File: config.mk
export PLATFORM = sky130hd
export DESIGN_NAME = bmp_to_epaper_six_color_packer
export DESIGN_NICKNAME = d
export VERILOG_FILES = /design/src/design/bmpep_pkg.sv /design/src/design/bmp_to_epaper_six_color_packer.sv
export SDC_FILE = /design/constraint.sdc
export NUM_CORES = 1
export LEC_CHECK = 0
export BUFFER_PORTS_ARGS = -buffer_cell sky130_fd_sc_hd__buf_2
export CAP_MARGIN = 40
export CORE_ASPECT_RATIO = 0.75
export CORE_MARGIN = 2
export CORE_UTILIZATION = 50
export DETAILED_ROUTE_END_ITERATION = 7
export PLACE_DENSITY = 0.69
export SETUP_SLACK_MARGIN = 0.05
export SLEW_MARGIN = 10
export SYNTH_ARGS = -nofsm -noshare
export SYNTH_HDL_FRONTEND = slang
export SYNTH_SLANG_ARGS = --single-unit
File: constraint.sdc
create_clock -name clock -period 10.1 [get_ports clock]
set_clock_uncertainty 0.1 [all_clocks]
set_input_delay 3.03 -clock clock [delete_from_list [all_inputs] [get_ports clock]]
set_output_delay 3.03 -clock clock [all_outputs]
set_load 0.03 [all_outputs]
File: src/design/bmpep_pkg.sv
// Shared types, constants and color mapping for the BMP to six-color packer.
// No dependencies.
package bmpep_pkg;

   localparam int unsigned MAX_WIDTH  = 1024;
   localparam int unsigned MAX_HEIGHT = 1024;

   localparam int unsigned WidthBits  = $clog2(MAX_WIDTH + 1);
   localparam int unsigned HeightBits = $clog2(MAX_HEIGHT + 1);
   localparam int unsigned HalfBits   = WidthBits - 1;
   localparam int unsigned ProdBits   = HalfBits + HeightBits;

   localparam int unsigned FbAddrBits = 19;
   localparam int unsigned FbDataBits = 8;
   localparam int unsigned ColorBits  = 3;

   // parse phases
   localparam logic [1:0] PH_HEADER = 2'd0;
   localparam logic [1:0] PH_SKIP   = 2'd1;
   localparam logic [1:0] PH_PIXELS = 2'd2;
   localparam logic [1:0] PH_PAD    = 2'd3;

   // color channels of one pixel in file order
   localparam logic [1:0] CH_BLUE  = 2'd0;
   localparam logic [1:0] CH_GREEN = 2'd1;
   localparam logic [1:0] CH_RED   = 2'd2;

   // header byte positions at which a field is complete
   localparam logic [15:0] HDR_SIGNATURE = 16'd1;
   localparam logic [15:0] HDR_OFFSET    = 16'd13;
   localparam logic [15:0] HDR_WIDTH     = 16'd21;
   localparam logic [15:0] HDR_HEIGHT    = 16'd25;
   localparam logic [15:0] HDR_DEPTH     = 16'd29;
   localparam logic [15:0] HDR_LAST      = 16'd53;
   localparam logic [15:0] HDR_SIZE      = 16'd54;

   localparam logic [15:0] BMP_SIGNATURE = 16'h4D42;
   localparam logic [15:0] BMP_DEPTH     = 16'd24;

   localparam logic [ColorBits-1:0] COLOR_BLACK  = 3'd0;
   localparam logic [ColorBits-1:0] COLOR_WHITE  = 3'd1;
   localparam logic [ColorBits-1:0] COLOR_YELLOW = 3'd2;
   localparam logic [ColorBits-1:0] COLOR_RED    = 3'd3;
   localparam logic [ColorBits-1:0] COLOR_BLUE   = 3'd5;
   localparam logic [ColorBits-1:0] COLOR_GREEN  = 3'd6;

   typedef struct packed {
      logic                  status;
      logic [FbAddrBits-1:0] fb_address;
      logic [FbDataBits-1:0] fb_data;
      logic                  last_write;
   } rsp_type;

   function automatic logic [ColorBits-1:0] map_color(input logic [7:0] b,
                                                      input logic [7:0] g,
                                                      input logic [7:0] r);
      logic [ColorBits-1:0] c;
      priority if (b == 8'h00 && g == 8'h00 && r == 8'h00) c = COLOR_BLACK;
      else if (b == 8'hFF && g == 8'hFF && r == 8'hFF) c = COLOR_WHITE;
      else if (b == 8'h00 && g == 8'hFF && r == 8'hFF) c = COLOR_YELLOW;
      else if (b == 8'h00 && g == 8'h00 && r == 8'hFF) c = COLOR_RED;
      else if (b == 8'hFF && g == 8'h00 && r == 8'h00) c = COLOR_BLUE;
      else if (b == 8'h00 && g == 8'hFF && r == 8'h00) c = COLOR_GREEN;
      else c = COLOR_WHITE;
      return c;
   endfunction

endpackage

File: src/design/bmp_to_epaper_six_color_packer.sv
// Top level of the 24-bit BMP to six-color e-paper frame buffer packer.
// Depends on bmpep_pkg.

// Takes one BMP file byte per cycle on req_ (no stall of its own unless two
// results are backed up) and gives zero or one frame buffer write per byte on
// rsp_, where each result is registered first. The first 54 bytes are the
// header; on its last byte a bad header gives one result with rsp_status high
// and the parser starts over on the next byte. Bytes up to the data offset are
// dropped, row padding is dropped, and every second pixel of a row gives one
// write of two 4-bit color indices. The address path (one row index times half
// the width, plus the column half) sets the clock, with the color compare
// beside it. A two-entry result register/skid pair keeps input flowing while
// rsp_stall holds a result; csr_ writes are taken at any time and apply to the
// next write.
module bmp_to_epaper_six_color_packer (
   input  logic                              clock,
   input  logic                              reset,
   input  logic                              req_valid,
   output logic                              req_stall,
   input  logic [7:0]                        req_file_byte,
   output logic                              rsp_valid,
   input  logic                              rsp_stall,
   output logic                              rsp_status,
   output logic [bmpep_pkg::FbAddrBits-1:0]  rsp_fb_address,
   output logic [bmpep_pkg::FbDataBits-1:0]  rsp_fb_data,
   output logic                              rsp_last_write,
   input  logic                              csr_valid,
   output logic                              csr_ready,
   input  logic                              csr_rotate_half_turn
);

   localparam int unsigned WB = bmpep_pkg::WidthBits;
   localparam int unsigned HB = bmpep_pkg::HeightBits;
   localparam int unsigned XB = bmpep_pkg::HalfBits;
   localparam int unsigned PB = bmpep_pkg::ProdBits;
   localparam int unsigned AB = bmpep_pkg::FbAddrBits;
   localparam int unsigned CB = bmpep_pkg::ColorBits;

   logic          rotate_ff;
   logic [1:0]    phase_ff, phase_in;
   logic [15:0]   byte_count_ff, byte_count_in;
   logic [23:0]   asm_ff, asm_in;
   logic          sig_ok_ff, sig_ok_in;
   logic [15:0]   offset_ff, offset_in;
   logic [WB-1:0] width_ff, width_in;
   logic [HB-1:0] height_ff, height_in;
   logic          depth_ok_ff, depth_ok_in;
   logic [WB-1:0] col_ff, col_in;
   logic [HB-1:0] row_ff, row_in;
   logic [1:0]    chan_ff, chan_in;
   logic [7:0]    blue_ff, blue_in;
   logic [7:0]    green_ff, green_in;
   logic [CB-1:0] held_color_ff, held_color_in;
   logic [1:0]    pad_ff, pad_in;

   logic                 out_valid_ff;
   bmpep_pkg::rsp_type   out_ff;
   logic                 skid_valid_ff;
   bmpep_pkg::rsp_type   skid_ff;

   logic                 accept;
   logic                 produce;
   bmpep_pkg::rsp_type   result;

   logic [31:0]   word;
   logic [15:0]   byte_count_inc;
   logic [WB-1:0] col_inc;
   logic [HB-1:0] row_inc;
   logic [XB-1:0] half;
   logic [XB-1:0] xhalf;
   logic [HB-1:0] y;
   logic [PB-1:0] row_prod;
   logic [CB-1:0] color;
   logic          header_bad;
   logic          drain;

   assign accept    = req_valid && !req_stall;
   assign req_stall = skid_valid_ff;
   assign csr_ready = 1'b1;
   assign drain     = out_valid_ff && !rsp_stall;

   assign word           = {req_file_byte, asm_ff};
   assign byte_count_inc = byte_count_ff + 16'd1;
   assign col_inc        = col_ff + WB'(1);
   assign row_inc        = row_ff + HB'(1);
   assign half           = width_ff[WB-1:1];
   assign color          = bmpep_pkg::map_color(blue_ff, green_ff, req_file_byte);

   assign header_bad = !sig_ok_ff || !depth_ok_ff || (offset_ff < bmpep_pkg::HDR_SIZE) ||
                       (width_ff == '0) || (height_ff == '0);

   // column half and row of the write, with or without the half turn
   always_comb begin
      if (rotate_ff) begin
         xhalf = half - XB'(1) - XB'(col_ff >> 1);
         y     = row_ff;
      end else begin
         xhalf = XB'(col_ff >> 1);
         y     = height_ff - HB'(1) - row_ff;
      end
   end

   assign row_prod = PB'(y) * PB'(half);

   always_comb begin
      phase_in      = phase_ff;
      byte_count_in = byte_count_ff;
      asm_in        = asm_ff;
      sig_ok_in     = sig_ok_ff;
      offset_in     = offset_ff;
      width_in      = width_ff;
      height_in     = height_ff;
      depth_ok_in   = depth_ok_ff;
      col_in        = col_ff;
      row_in        = row_ff;
      chan_in       = chan_ff;
      blue_in       = blue_ff;
      green_in      = green_ff;
      held_color_in = held_color_ff;
      pad_in        = pad_ff;
      produce       = 1'b0;
      result        = '0;

      if (accept) begin
         unique case (phase_ff)
            bmpep_pkg::PH_HEADER: begin
               asm_in = word[31:8];
               unique case (byte_count_ff)
                  bmpep_pkg::HDR_SIGNATURE:
                     sig_ok_in = (word[31:16] == bmpep_pkg::BMP_SIGNATURE);
                  bmpep_pkg::HDR_OFFSET:
                     offset_in = (word >= 32'd54 && word <= 32'd65535) ? word[15:0] : '0;
                  bmpep_pkg::HDR_WIDTH:
                     width_in = (word != '0 && !word[0] &&
                                 word <= 32'(bmpep_pkg::MAX_WIDTH)) ? WB'(word) : '0;
                  bmpep_pkg::HDR_HEIGHT:
                     height_in = (word != '0 &&
                                  word <= 32'(bmpep_pkg::MAX_HEIGHT)) ? HB'(word) : '0;
                  bmpep_pkg::HDR_DEPTH:
                     depth_ok_in = (word[31:16] == bmpep_pkg::BMP_DEPTH);
                  default: ;
               endcase
               if (byte_count_ff != bmpep_pkg::HDR_LAST) begin
                  byte_count_in = byte_count_inc;
               end else if (header_bad) begin
                  // reject and start over on the next byte
                  produce       = 1'b1;
                  result.status = 1'b1;
                  byte_count_in = '0;
               end else begin
                  byte_count_in = bmpep_pkg::HDR_SIZE;
                  col_in        = '0;
                  row_in        = '0;
                  chan_in       = bmpep_pkg::CH_BLUE;
                  phase_in      = (offset_ff == bmpep_pkg::HDR_SIZE) ?
                                  bmpep_pkg::PH_PIXELS : bmpep_pkg::PH_SKIP;
               end
            end
            bmpep_pkg::PH_SKIP: begin
               byte_count_in = byte_count_inc;
               if (byte_count_inc >= offset_ff) phase_in = bmpep_pkg::PH_PIXELS;
            end
            bmpep_pkg::PH_PAD: begin
               if (pad_ff > 2'd1) begin
                  pad_in = pad_ff - 2'd1;
               end else begin
                  pad_in = '0;
                  col_in = '0;
                  row_in = row_inc;
                  if (row_inc == height_ff) begin
                     phase_in      = bmpep_pkg::PH_HEADER;
                     byte_count_in = '0;
                  end else begin
                     phase_in = bmpep_pkg::PH_PIXELS;
                  end
               end
            end
            bmpep_pkg::PH_PIXELS: begin
               unique case (chan_ff)
                  bmpep_pkg::CH_BLUE: begin
                     blue_in = req_file_byte;
                     chan_in = bmpep_pkg::CH_GREEN;
                  end
                  bmpep_pkg::CH_GREEN: begin
                     green_in = req_file_byte;
                     chan_in  = bmpep_pkg::CH_RED;
                  end
                  default: begin
                     chan_in = bmpep_pkg::CH_BLUE;
                     if (!col_ff[0]) begin
                        held_color_in = color;
                     end else begin
                        produce           = 1'b1;
                        result.fb_address = AB'(row_prod) + AB'(xhalf);
                        result.fb_data    = rotate_ff ? {1'b0, color, 1'b0, held_color_ff}
                                                      : {1'b0, held_color_ff, 1'b0, color};
                        result.last_write = (row_inc == height_ff) && (col_inc == width_ff);
                     end
                     col_in = col_inc;
                     if (col_inc == width_ff) begin
                        if (width_ff[1:0] != 2'd0) begin
                           pad_in   = width_ff[1:0];
                           phase_in = bmpep_pkg::PH_PAD;
                        end else begin
                           col_in = '0;
                           row_in = row_inc;
                           if (row_inc == height_ff) begin
                              phase_in      = bmpep_pkg::PH_HEADER;
                              byte_count_in = '0;
                           end
                        end
                     end
                  end
               endcase
            end
            default: ;
         endcase
      end
   end

   always_ff @(posedge clock) begin
      if (reset) begin
         rotate_ff     <= 1'b1;
         phase_ff      <= bmpep_pkg::PH_HEADER;
         byte_count_ff <= '0;
         asm_ff        <= '0;
         sig_ok_ff     <= 1'b0;
         offset_ff     <= '0;
         width_ff      <= '0;
         height_ff     <= '0;
         depth_ok_ff   <= 1'b0;
         col_ff        <= '0;
         row_ff        <= '0;
         chan_ff       <= bmpep_pkg::CH_BLUE;
         blue_ff       <= '0;
         green_ff      <= '0;
         held_color_ff <= '0;
         pad_ff        <= '0;
      end else begin
         if (csr_valid && csr_ready) rotate_ff <= csr_rotate_half_turn;
         phase_ff      <= phase_in;
         byte_count_ff <= byte_count_in;
         asm_ff        <= asm_in;
         sig_ok_ff     <= sig_ok_in;
         offset_ff     <= offset_in;
         width_ff      <= width_in;
         height_ff     <= height_in;
         depth_ok_ff   <= depth_ok_in;
         col_ff        <= col_in;
         row_ff        <= row_in;
         chan_ff       <= chan_in;
         blue_ff       <= blue_in;
         green_ff      <= green_in;
         held_color_ff <= held_color_in;
         pad_ff        <= pad_in;
      end
   end

   // result register with a skid stage behind it
   always_ff @(posedge clock) begin
      if (reset) begin
         out_valid_ff  <= 1'b0;
         skid_valid_ff <= 1'b0;
      end else if (!out_valid_ff || drain) begin
         if (skid_valid_ff) begin
            out_valid_ff  <= 1'b1;
            skid_valid_ff <= 1'b0;
         end else begin
            out_valid_ff <= produce;
         end
      end else if (produce) begin
         skid_valid_ff <= 1'b1;
      end
   end

   always_ff @(posedge clock) begin
      if (!out_valid_ff || drain) begin
         out_ff <= skid_valid_ff ? skid_ff : result;
      end else if (produce) begin
         skid_ff <= result;
      end
   end

   assign rsp_valid      = out_valid_ff;
   assign rsp_status     = out_ff.status;
   assign rsp_fb_address = out_ff.fb_address;
   assign rsp_fb_data    = out_ff.fb_data;
   assign rsp_last_write = out_ff.last_write;

endmodule

==> results.cfg, run 1 <==
[power_and_ir_drop]
cellLeakagePower_nw = 6.54
irDropWorstVdd_v = 0.000133
power_density_nw_per_um2 = 103

[clock_network]
cts_setup_buffers = 0
clock-sinks = 184
h-tree-depth = 4
cts_tree = yes
insertion_delay_ns = 0.45
hold_buffers = 0
cts_root_buf = clkbuf_16
post_cts_resized = 0
numCtsBuffers = 17
clockBufferDepth = 2
clk_pin_slew_ns = 0.08

[cells_and_area]
area_growth_pct = 7.90
fillers = 2426
postLayoutCoreUtil_pct = 55.2
num-nets-final = 1789
num_antenna_cells = 0
drive_gt1_share_pct = 6.86
final_cells = 1968

[yosys]
synth_top_cell_by_area = dfxtp_1
synth_area_leaders = dfxtp_1 (19%), edfxtp_1 (12%), fa_1 (12%)
synth_top_area_share_pct = 18.8
ys_seq_elements = 184
synth-async-reset-ratio_pct = 0
yosysMostFrequentCell = nand2_1
yosys_most_used_dff = dfxtp_1
synth_edf_count = 54
seq_area_frac_synth_pct = 30.4
ys_types = 77
synthTopCellsByCount = nand2_1 (173), inv_1 (142), nor2_1 (134)
ys.warnings.count = 0
avgSynthCellArea_um2 = 8.64
syn-cell-area_um2 = 13900
syn_inst = 1606

[timing]
fin_ws_ns = 2.33
hold_viol_final = 0
finalSetupTns_ns = 0
rsz0062_at_grt = false
setup_violations = 0
max_slew_margin_pct = 39.3
max_freq_mhz = 129
final_max_slew_viol_count = 0
fin_crit_ns = 7.77
fin_crit_sh_pct = 76.9
worst_pin_slew_ns = 0.907
whs_ns = 0.368

[worst_setup_path]
cpLargestDelayFamily = adder cells
cp-start-kind = register
endpoint_kind = register
r2r.worst_path.cells = 26
critPathRequiredTime_ns = 10.32
path_class = register to register
r2r_slack_ns = 2.33
arrival_ns = 7.99
crit_fanout = 8
cp_slowest_cell = nor3_1
critPathMostFrequentCell = fa_1
max_stage_delay_ns = 0.74
r2r-start = row_ff[0]
crit_buf_inv = 5
r2r-end = rsp_fb_address[18]

[drt]
first_pass_iters = 5
post_drt_wl_per_cell_um = 17.2
num_vias = 11300
post-route-drc-count = 0
routed_wl_um = 33900
via_per_inst = 5.75
drt-initial-drc-count = 943
ant_nets = 0

[floorplanning]
coreArea_um2 = 27100
die-area_um2 = 29100
num_io_pins = 46
rows = 52
start_util_pct = 51.2
die_h_um = 148
die_w_um = 196

[place]
place_congestion = 0.870
dp_slack_ns = 2.44
dp_cells = 1935
dp_hpwl_um = 25300
numPortBuffers = 42

[grt]
grt_pass1_vias = 11000
gr-total-overflow = 0
antenna_found_initial = 0
grt.total_usage_pct = 24.0
grt_max_degree = 74
grt_pass1_wl_um = 56000

[run]
maxCapViolCount = 0

[worst_hold_path]
hp-class = register to register
hold_depth = 2
hold-path-endpoint = asm_ff[15]
holdCritStartpoint = asm_ff[23]

[status]
outcome = finished clean
## worst reg2reg max path: cells and delay by family, from the launching register on
| family | cells | cell delay [ns] |
|---|---|---|
| adders and majority gates | 8 | 3.33 |
| and+or+nand+nor | 6 | 2.09 |
| AOI/OAI and AO/OA | 6 | 1.28 |
| DFF | 1 | 0.35 |
| buffers and inverters | 5 | 0.34 |
| muxes | 1 | 0.15 |
## stage by stage
step           power [mW]  area, um2
6_report             1.54      15000
3_5_place_dp        0.855      14400
5_1_grt              1.58      15000
2_1_floorplan       0.832      13900
4_1_cts              1.55      15000
3_3_place_gp        0.853      14300
## kinds of logic (layout without fill, tap and decap cells)
group | after synthesis | after routing | synth area share, %
AOI/OAI and AO/OA | 314 | 314 | 14.6
muxes | 33 | 33 | 2.40
buffers and inverters | 225 | 235 | 6.25
DFF | 184 | 184 | 30.4
xor gates and xnor gates | 72 | 72 | 4.65
and+or+nand+nor | 605 | 605 | 21.9
adders and majority gates | 171 | 171 | 19.8
other | 2 | 3 | 0.0541
## how the worst max path moves through the flow
stage              start                  to  cells past startpoint
2_1_floorplan  row_ff[0]  rsp_fb_address[18]                     26
3_3_place_gp   row_ff[0]  rsp_fb_address[18]                     26
3_5_place_dp   row_ff[0]  rsp_fb_address[18]                     26
4_1_cts        row_ff[0]  rsp_fb_address[18]                     26
5_1_grt        row_ff[0]  rsp_fb_address[18]                     26
6_report       row_ff[0]  rsp_fb_address[18]                     26
## layout make-up
cell class                 instances  area, um2  area share [%]
clock buffer                      19        454            3.03
clock inverter                    13        153            1.02
inverter                         142        533            3.56
multi-input combinational       1198       8820            58.9
sequential                       184       4230            28.2
tap                              351        439            2.93
timing repair buffer              61        350            2.34
## registers in the layout (all words and copies together), names as in the netlist, 2 cells and up
signal and count:
phase_ff 2, width_ff 11, held_color_ff 3, skid_ff 27
byte_count_ff 16, pad_ff 2, col_ff 11, row_ff 11
rsp_fb_data 6, green_ff 8, rsp_fb_address 19, offset_ff 16
blue_ff 8, height_ff 11, asm_ff 24, chan_ff 2
## power by group
part           internal, mW  total [mW]  switching, mW
clock                 0.349       0.697          0.348
sequential            0.759       0.766        0.00710
combinational        0.0224      0.0732         0.0509
total                  1.13        1.54          0.406
## cell usage in the layout, fill, tap and decap left out, types with 18 or more instances in the layout
cell type | netlist | final
nand3_1 | 45 | 45
clkbuf_16 | 0 | 18
edfxtp_1 | 54 | 54
nor2b_1 | 27 | 27
xnor2_1 | 48 | 48
nand4_1 | 21 | 21
o21ai_0 | 52 | 52
nand2b_1 | 20 | 20
xor2_1 | 23 | 23
mux2i_1 | 31 | 31
ha_1 | 90 | 90
nor4_1 | 23 | 21
a21oi_1 | 109 | 109
dfxtp_1 | 130 | 129
fa_1 | 81 | 81
inv_1 | 142 | 142
buf_2 | 9 | 43
a21o_1 | 38 | 38
nor3_1 | 25 | 25
nor2_1 | 134 | 133
and2_1 | 62 | 62
buf_4 | 3 | 18
and3_1 | 18 | 18
nand2_1 | 173 | 173
## layer usage
metal	routed length (um)	GRT usage (%)	up-vias
met5	0	0	-
met4	834	7.88	0
met3	1810	4.15	48
met2	15100	38.0	308
met1	16100	33.5	5444
li1	-	-	5522
Power figures use the tool's default switching activity.
==> inputs of run 2 (changes only) <==
PLACE_DENSITY = 0.72   (was 0.69)
clock period = 6.9 ns   (was 10.1 ns; I/O delays follow)
==> results.cfg, run 2 (same netlist as run 1, synthesis figures left out) <==
[drt]
routed_wl_um = 35300
post_drt_wl_per_cell_um = 17.5
ant_nets = 0
first_pass_iters = 7
num_vias = 11600
via_per_inst = 5.77
drt-initial-drc-count = 1187
post-route-drc-count = 0

[cells_and_area]
postLayoutCoreUtil_pct = 57.7
num_antenna_cells = 0
num-nets-final = 1840
top_register = skid_ff
layout.cells.most_common_list = nand2_1 (172), inv_1 (138), nor2_1 (133), dfxtp_1 (123), a21oi_1 (101)
largest_reg_flops = 27
layout_commonest_cell = nand2_1
area_growth_pct = 12.9
final_cells = 2019
drive_gt1_share_pct = 12.9

[floorplanning]
start_util_pct = 51.2
die-area_um2 = 29100
die_w_um = 196
num_io_pins = 46
rows = 52
coreArea_um2 = 27100
die_h_um = 148

[power_and_ir_drop]
cellLeakagePower_nw = 6.84
power_density_nw_per_um2 = 144
irDropWorstVdd_v = 0.000194

[place]
dp_cells = 1981
numPortBuffers = 42
place_congestion = 0.885
dp_hpwl_um = 26100

[clock_network]
h-tree-depth = 4
numCtsBuffers = 17
clk_pin_slew_ns = 0.08
cts_tree = yes
hold_buffers = 0
cts_root_buf = clkbuf_16
clock-sinks = 184
clockBufferDepth = 2
insertion_delay_ns = 0.46

[grt]
grt_max_degree = 70
antenna_found_initial = 0
grt.total_usage_pct = 24.8
gr-total-overflow = 0
grt_pass1_wl_um = 57900
grt_pass1_vias = 11400

[worst_setup_path]
cp-start-kind = register
critPathRequiredTime_ns = 7.11
crit_fanout = 3
arrival_ns = 6.86
path_class = register to register
endpoint_kind = register

[timing]
worst_pin_slew_ns = 0.881
hold_viol_final = 0
max_slew_margin_pct = 40.6
setup_violations = 0
rsz0062_at_grt = true
max_freq_mhz = 150
final_max_slew_viol_count = 0
fin_crit_sh_pct = 96.3
fin_crit_ns = 6.65

[run]
maxCapViolCount = 0

[worst_hold_path]
hp-class = register to register

[status]
outcome = finished clean
run 2: layout make-up:
type	count	area (um2)
Clock buffer	19	464
Clock inverter	13	149
Fill cell	2309	11500
Inverter	142	533
Multi-Input combinational cell	1198	9100
Sequential cell	184	4230
Tap cell	351	439
Timing Repair Buffer	112	749
run 2: per-layer routing:
layer	wire length, um	track usage, %	part of all wire, %	vias to the layer above
met5	0	0	0	-
met3	2300	4.04	6.5	51
li1	-	-	-	5626
met1	16000	34.4	45	5552
met2	16200	40.2	46	415
met4	688	7.39	2.0	0
run 2: final timing paths:
check                                   from                 end  slack (ns)  cells past startpoint
worst max-delay path               row_ff[0]  rsp_fb_address[18]        0.25                     27
worst min-delay path            offset_ff[6]        offset_ff[6]        0.37                      2
worst max register to register     row_ff[0]  rsp_fb_address[18]        0.25                     27
worst min register to register  offset_ff[6]        offset_ff[6]        0.37                      2
run 2: critical path, stage by stage, from the launching register on:
cell and delay, ns:
dfxtp_2 0.33, inv_2 0.07, ha_4 0.14, inv_1 0.05, fa_2 0.35, nand2b_4 0.17, a21o_4 0.22, a21o_1 0.22
xor2_1 0.15, o21ai_2 0.16, buf_4 0.15, nand2_1 0.07, fa_1 0.50, inv_1 0.05, fa_1 0.46, fa_1 0.51
fa_1 0.55, inv_1 0.06, fa_1 0.52, inv_1 0.04, ha_2 0.18, a21oi_2 0.13, o21ai_1 0.08, or3_4 0.38
a31oi_4 0.18, mux2i_1 0.11, or4_1 0.45, nand3_1 0.11
run 2: per-stage QoR:
stage,setup WS (ns),TNS [ns],power [mW],hold slack [ns],cell area [um2]
finish,0.255,0,2.26,0.371,15700
floorplan,0.0500,0,1.22,0.344,13900
detailed placement,-0.140,-0.421,1.26,0.364,14700
global route,-0.0406,-0.135,2.33,0.390,15700
CTS,0.0520,0,2.27,0.374,15400
global placement,0.0507,0,1.26,0.359,14700
run 2: repair_timing:
action | 4_1_cts | 5_1_grt
endpoints found under the setup margin | 7 | 16
buffers inserted | 0 | 6
pin swaps | 5 | 42
gates resized for setup | 12 | 54
run 2: report_power, final:
| part | leakage [nW] | internal, mW | switching, mW |
|---|---|---|---|
| registers | 1.65 | 1.11 | 0.0103 |
| clock network | 0.298 | 0.518 | 0.502 |
| logic | 4.89 | 0.0415 | 0.0791 |
==> inputs of run 3 (changes only) <==
ABC_AREA = 1   (was default)
==> results.cfg, run 3 <==
[status]
outcome = finished clean

[worst_setup_path]
crit_fanout = 6
path_class = register to register
endpoint_kind = register
max_stage_delay_ns = 0.55
cp_slowest_cell = fa_1
arrival_ns = 6.62
cp-start-kind = register
critPathRequiredTime_ns = 7.01

[floorplanning]
start_util_pct = 50.5
die-area_um2 = 29500
die_h_um = 149
num_io_pins = 46
coreArea_um2 = 27900
rows = 53
die_w_um = 198

[power_and_ir_drop]
power_density_nw_per_um2 = 155
cellLeakagePower_nw = 7.17
fin_total_pwr_mw = 2.40
irDropWorstVdd_v = 0.000204

[yosys]
ys_seq_elements = 184
synth_edf_count = 54
syn_inst = 1935
yosys_most_used_dff = dfxtp_1
ys_types = 49
synth-async-reset-ratio_pct = 0
synthTopCellsByCount = nand2_1 (404), inv_1 (277), nor2_1 (219)
synth_area_leaders = dfxtp_1 (18%), edfxtp_1 (12%), fa_1 (12%)
ys.warnings.count = 0
seq_area_frac_synth_pct = 30.0
synth_top_cell_by_area = dfxtp_1
synth_top_area_share_pct = 18.5
yosysMostFrequentCell = nand2_1
avgSynthCellArea_um2 = 7.28
syn-cell-area_um2 = 14100

[place]
dp_hpwl_um = 29500
dp_slack_ns = 0.0227
place_congestion = 0.939
numPortBuffers = 42
dp_cells = 2302

[drt]
post_drt_wl_per_cell_um = 16.6
wl_met3_um = 3480
via_per_inst = 5.51
post-route-drc-count = 0
ant_nets = 0
routed_wl_um = 38800
num_vias = 12900
highest_layer = met4
dr_wl_met2_um = 15200
drt-met1-wl_um = 19600
first_pass_iters = 6
drt-initial-drc-count = 1193

[clock_network]
h-tree-depth = 4
cts_tree = yes
clock-sinks = 184
numCtsBuffers = 17
clockBufferDepth = 2
insertion_delay_ns = 0.45
cts_root_buf = clkbuf_16
clk_pin_slew_ns = 0.07

[grt]
grt_pass1_wl_um = 63600
grt_max_degree = 67
antenna_found_initial = 0
gr-total-overflow = 0
grt_pass1_vias = 12100
grt.total_usage_pct = 27.4

[timing]
fin_ws_ns = 0.393
finalSetupTns_ns = 0
fin_crit_ns = 6.51
final_max_slew_viol_count = 0
max_freq_mhz = 154
setup_violations = 0
hold_viol_final = 0
whs_ns = 0.376
worst_pin_slew_ns = 0.838
rsz0062_at_grt = true
fin_crit_sh_pct = 94.3
max_slew_margin_pct = 44.0

[cells_and_area]
layout.cells.most_common_list = nand2_1 (403), inv_1 (272), nor2_1 (218), a21oi_1 (140), o21ai_0 (133)
final_cells = 2336
num_antenna_cells = 0
largest_reg_flops = 27
top_register = skid_ff
layout_commonest_cell = nand2_1
drive_gt1_share_pct = 9.35
area_growth_pct = 9.82
num-nets-final = 2151

[run]
maxCapViolCount = 0

[worst_hold_path]
hp-class = register to register
==> run 3: path summary, 6_finish.rpt <==
path                             startpoint                  to  slack, ns  cells after the start
worst min-delay path            green_ff[1]         green_ff[1]       0.38                      2
worst max register to register    row_ff[0]  rsp_fb_address[18]       0.39                     25
worst max-delay path              row_ff[0]  rsp_fb_address[18]       0.39                     25
worst min register to register  green_ff[1]         green_ff[1]       0.38                      2
==> run 3: area by class of cell <==
type / count / area, um2
Fill cell: 2569 / 12400
Multi-Input combinational cell: 1397 / 8600
Sequential cell: 184 / 4230
Inverter: 287 / 1080
Timing Repair Buffer: 79 / 492
Clock buffer: 20 / 458
Tap cell: 357 / 447
Clock inverter: 12 / 151
==> run 3: power by group <==
group | internal [mW] | switching, mW | leakage [nW]
Sequential | 1.12 | 0.0233 | 1.58
Clock | 0.571 | 0.485 | 0.302
Combinational | 0.0654 | 0.135 | 5.29
==> run 3: kinds of logic (layout without fill, tap and decap cells) <==
| kind of cell | after synthesis | in the layout | synth area share (%) |
|---|---|---|---|
| AOI/OAI and AO/OA | 329 | 329 | 12.5 |
| xor gates and xnor gates | 27 | 27 | 1.68 |
| adders and majority gates | 171 | 171 | 19.5 |
| buffers and inverters | 355 | 398 | 9.86 |
| DFF | 184 | 184 | 30.0 |
| other | 2 | 3 | 0.0533 |
| and+or+nand+nor | 867 | 867 | 26.4 |
==> run 3: critical path, delay by kind of cell, from the launching register on <==
kind,cells,cell delay [ns]
adder cells (fa/ha/maj),8,3.53
AO/OA/AOI/OAI,5,1.00
AND/OR/NAND/NOR,6,0.79
buffers and inverters,6,0.55
flip-flops,1,0.32
==> run 3: routing by layer <==
metal	GRT usage (%)	up-vias
li1	-	6330
met1	42.6	6035
met2	37.9	461
met3	6.38	34
met4	6.47	0
met5	0	-
==> run 3: per-stage QoR <==
stage	area, um2	utilization (%)
2_1_floorplan	14100	-
3_3_place_gp	14700	52.7
3_5_place_dp	14700	52.8
4_1_cts	15300	55.0
5_1_grt	15500	55.5
6_report	15500	55.5
==> run 3: timing repair <==
action | 4_1_cts | 5_1_grt
endpoints found under the setup margin | 2 | 18
hold buffers | 0 | 0
pin swaps | 0 | 7
gates cloned | 0 | 0
gates resized for setup | 1 | 33
setup buffers | 0 | 2
